File: config.mk
export PLATFORM = sky130hd
export DESIGN_NAME = ubc_funnel
export DESIGN_NICKNAME = d
export VERILOG_FILES = /design/src/hw/rtl/ubc_pkg.sv /design/src/hw/rtl/ubc_funnel.sv
export SDC_FILE = /design/constraint.sdc
export NUM_CORES = 1
export LEC_CHECK = 0
export BUFFER_PORTS_ARGS = -buffer_cell sky130_fd_sc_hd__buf_4
export CORE_AREA = 8 8 45 47
export DETAILED_ROUTE_END_ITERATION = 16
export DIE_AREA = 0 0 53 55
export MAX_ROUTING_LAYER = met4
export PLACE_DENSITY_LB_ADDON = 0.1
export SLEW_MARGIN = 20
export SYNTH_ARGS = -nofsm -noshare
export SYNTH_HDL_FRONTEND = slang
export SYNTH_SLANG_ARGS = --single-unit
File: constraint.sdc
create_clock -name vclk -period 1.6
set_input_delay 0.16 -clock vclk [all_inputs]
set_output_delay 0.16 -clock vclk [all_outputs]
set_load 0.01 [all_outputs]
File: src/hw/rtl/ubc_pkg.sv
// shared types and constants of the unaligned bit copy engine
package ubc_pkg;

   localparam int STORE_BYTES = 256;
   localparam int ADDR_W      = $clog2(STORE_BYTES);
   localparam int BIT_W       = ADDR_W + 3;
   localparam int LEN_W       = BIT_W + 1;
   localparam int BIT_LIMIT   = STORE_BYTES * 8;

   typedef enum logic [1:0] {
      CMD_WR_SRC = 2'd0,
      CMD_WR_DST = 2'd1,
      CMD_RD_DST = 2'd2,
      CMD_COPY   = 2'd3
   } cmd_type;

   typedef enum logic [1:0] {
      ST_IDLE,
      ST_READ,
      ST_COPY_RD,
      ST_COPY_WR
   } state_type;

   localparam logic STATUS_OK      = 1'b0;
   localparam logic STATUS_REFUSED = 1'b1;

   // store access request from the sequencer
   typedef struct packed {
      logic              src_we;
      logic              dst_we;
      logic [ADDR_W-1:0] waddr;
      logic [7:0]        wdata;
      logic [ADDR_W-1:0] src_raddr_lo;
      logic [ADDR_W-1:0] src_raddr_hi;
      logic [ADDR_W-1:0] dst_raddr;
   } mem_req_type;

   // funnel shift and merge control
   typedef struct packed {
      logic [2:0] shift;
      logic [7:0] mask;
   } merge_ctl_type;

   // result load into the output register
   typedef struct packed {
      logic       load;
      logic [7:0] read_data;
      logic       status;
   } rsp_load_type;

endpackage

File: src/hw/rtl/ubc_funnel.sv
// funnel shifter and bit merge for one destination byte
module ubc_funnel
   import ubc_pkg::*;
(
   input  merge_ctl_type ctl,
   input  logic [7:0]    src_lo,
   input  logic [7:0]    src_hi,
   input  logic [7:0]    dst_old,
   output logic [7:0]    dst_new
);

   logic [15:0] pair;
   logic [7:0]  aligned;

   always_comb begin
      pair    = {src_hi, src_lo} >> ctl.shift;
      aligned = pair[7:0];
      // bits outside the run keep their old value
      dst_new = (aligned & ctl.mask) | (dst_old & ~ctl.mask);
   end

endmodule

; ---- Yosys cells after proc, flatten, opt, wreduce, memory -nomap -nowiden
; Cells that the tools add are included.
[op_classes]
addsub = 0
mul = 0
div_mod_pow = 0
magnitude_cmp = 0
n_eq_ne = 0
n_shift = 1
n_mux = 0
bitwise_logic = 4
reduce_logical = 0
[ops]
columns = op, count
row1 = 8-bit AND, 2
row2 = 16-bit by 3-bit >> shifter with 8-bit output, 1
row3 = 8-bit inverter, 1
row4 = 8-bit OR, 1
[totals]
ff_bits = 0
latch_bits = 0
ramBits = 0
mem_bits_ro = 0
inputBits = 35
out_inout_bits = 8
wordCells = 5
mem_count = 0

; ---- Longest topological paths before layout
[depth]
ltp_word = 3
mapped_depth = 5
ltp_nobuf = 3

; ---- Worst setup path before layout
; OpenSTA, ideal clock, no wires.
[synth_timing]
kind = input -> output
from = input port ctl[8] in the netlist's numbering
to = output port dst_new[6]
arrival_time_ns = 1.210
required_time_ns = 1.440
path_slack_ns = 0.230
cell_stages = 4
path_buffers = 1
cell_sequence = buf_6 mux4_2 a222oi_1 a21oi_1
[synth_via]
elab_chain_len = 3
[synth_rtl]
columns = element, line_no
row1 = start: declaration, ubc_funnel.sv:5  ; input merge_ctl_type ctl,
row2 = 16-bit by 3-bit >> shifter with 8-bit output, ubc_funnel.sv:16  ; pair = {src_hi, src_lo} >> ctl.shift;
row3 = 8-bit AND, ubc_funnel.sv:19  ; dst_new = (aligned & ctl.mask) | (dst_old & ~ctl.mask);
row4 = 8-bit OR, ubc_funnel.sv:19
row5 = end: declaration, ubc_funnel.sv:9  ; output logic [7:0] dst_new
; Every way passes these cells.

; ---- Worst setup path in the final report
[layout_timing]
from = input port src_lo[6]
to = output port dst_new[5]
[layout_via]
elab_chain_len = 3
[layout_rtl]
columns = element, line_no
row1 = start: declaration, ubc_funnel.sv:6  ; input logic [7:0] src_lo,
row2 = 16-bit by 3-bit >> shifter with 8-bit output, ubc_funnel.sv:16
row3 = 8-bit AND, ubc_funnel.sv:19
row4 = 8-bit OR, ubc_funnel.sv:19
; Every way passes these cells.

==> impl_metrics.ini <==
[detailed_routing]
via_per_inst = 5.590
drt-total-wl_um = 1676
via_count = 654
drtIter0Drc = 27
wl_per_cell_um = 14.32
ant_nets = 0
firstDrtPassIters = 4
drcViolationCount = 0

[synth]
syn_area_sq_um = 524.3
synth_mux_area_frac = 0.4797
synth_area_leaders = mux2i_1 (17%), mux2_2 (13%), mux4_2 (13%)
synth-xor-area-share = 0
syn_nets = 93
synth_top_cell_by_area = mux2i_1
synth_top_cell_area_share = 0.1718
yosysWarnings = 0
seq_area_frac_synth = 0
synth_compound_area_frac = 0.2959
synthAdderAreaFrac = 0
avgSynthCellArea_sq_um = 9.039
yosys.cell_types.count = 14
synth_top_family_by_area = multiplexers
netlist_instances = 58
synth_simple_gate_area_share = 0.1432

[die]
placementRows = 14
pin_count = 43
die_w_um = 53
start_util = 0.3788
core_sq_mm = 0.001384
die-area_sq_mm = 0.002915
dieHeight_um = 55

[global_routing]
grt_pass1_wl_um = 2587
grt_max_degree = 10
use_met3 = 0.008021
antenna_found_initial = 0
grtUsageMet2 = 0.2070
grt_pass1_vias = 666
grt_util_met1 = 0.1298
busiest_layer = met2
grt_usage = 0.1094
grt_overflow_total = 0

[pwr]
ir_worst_vdd_v = 0.0001476
p_per_area_mw_per_mm2 = 297.1
power.leakage_nw = 0.4089

[run_status]
status = finished, final reports clean

[worst_hold_path]
hold_path_depth = 3
worstHoldPathType = in -> out
min_to = dst_new[7]
min_from = ctl[7]

[run]
cap_viol_max_count = 0

[layout]
clockBufferCount = 0
layout.nets = 138
syn_to_final_growth_pct = 64.44
seq_cells = 0
fin_cells = 117
regArea_sq_um = 0
diodes = 0
drive_above_1_share = 0.5941
fillers = 119

[clock_network]
post_cts.repair.setup_buffers = 0
cts_hold_buffers = 0

[placed_design]
dp.final_hpwl_um = 1502
io_buffers = 42
placedCellCount = 117
routabilityCongestion = 0.8089

[sta]
setup-tns-final_ns = 0
grt_setup_unrepaired = no
min_period_over_period = 0.9661
final_hold_viol_count = 0
slew_viol_final = 0
slew_headroom = 0.7886
finalSetupViolations = 0
fmax_ghz = 0.6469
post-route-min-period_ns = 1.546
tightestPinTransition_ns = 0.3171

[critical_path]
path_max_fanout = 5
cp.required_ns = 1.44
crit_arrival_ns = 1.39
cp-startpoint = src_lo[6]
worst-setup-path-type = in -> out
critPathLaunchType = primary input
worstSetupEndpointType = output port
-- per-stage QoR --
stage                     hold slack, ns    util  area [sq um]  power [W]  setup slack, ns
after floorplan                   0.3975       -         524.3  0.0001337           0.2302
after global placement            0.5861  0.6203         858.3  0.0002544          0.03502
after detailed placement          0.5891  0.6203         858.3  0.0002577          0.02876
after CTS                         0.5891  0.6203         858.3  0.0002587          0.01559
after global routing              0.6017  0.6230         862.1  0.0002798         0.004378
final                             0.5857  0.6230         862.1  0.0002562          0.05420
-- logic make-up (layout without fill, tap and decap cells) --
kind of cell / after synthesis / in the layout
AO/OA/AOI/OAI: 20 / 20
buffers and inverters: 5 / 48
multiplexers: 19 / 19
AND/OR/NAND/NOR: 14 / 14
-- layout by cell type (no fill, tap or decap) --
master and count:
buf_6 1, a222oi_1 4, a22oi_1 8, nor2_1 5, mux4_1 1, mux2_2 6, a31o_2 4, inv_1 1
buf_4 46, and2_1 2, a21oi_1 4, nor2b_1 7, mux2i_1 9, mux4_2 3
-- critical path, stage by stage --
cell and delay [ns]:
buf_4 0.13, mux4_2 0.46, a222oi_1 0.36, a21oi_1 0.12, buf_4 0.15
-- cell usage after synthesis --
cell,instances
a21oi_1,4
a222oi_1,4
a22oi_1,8
a31o_2,4
and2_1,2
buf_2,1
buf_6,3
inv_1,1
mux2_2,6
mux2i_1,9
mux4_1,1
mux4_2,3
nor2_1,5
nor2b_1,7
-- layout make-up --
class	instances	area, sq um	area share
inverter	1	3.754	0.004354
multi-input combinational	53	481.7	0.5588
tap	16	20.02	0.02322
timing repair buffer	47	356.6	0.4136
-- power breakdown --
group	internal, W	switching [W]	total (W)
combinational	0.000157	0.0000990	0.000256
sequential	0	0	0
clock	0	0	0
-- repair_timing --
item / 4_1_cts / 5_1_grt
resized for setup: 0 / 1
endpoints found under the hold margin: 0 / 0
endpoints found under the setup margin: 0 / 3
-- layer usage --
metal  part of all wire  up-vias
li1                   -      327
met1               0.40      301
met2               0.55       26
met3              0.046        0
met4                  0        0
met5                  0        -
-- worst max path at each step --
stage	to	slack, ns	cells after the start
finish	dst_new[5]	0.05	5
global route	dst_new[0]	0.004	7
CTS	dst_new[5]	0.02	5
detailed placement	dst_new[5]	0.03	5
global placement	dst_new[5]	0.04	5
floorplan	dst_new[6]	0.23	4
No activity file was read; power rests on OpenSTA's default activity.
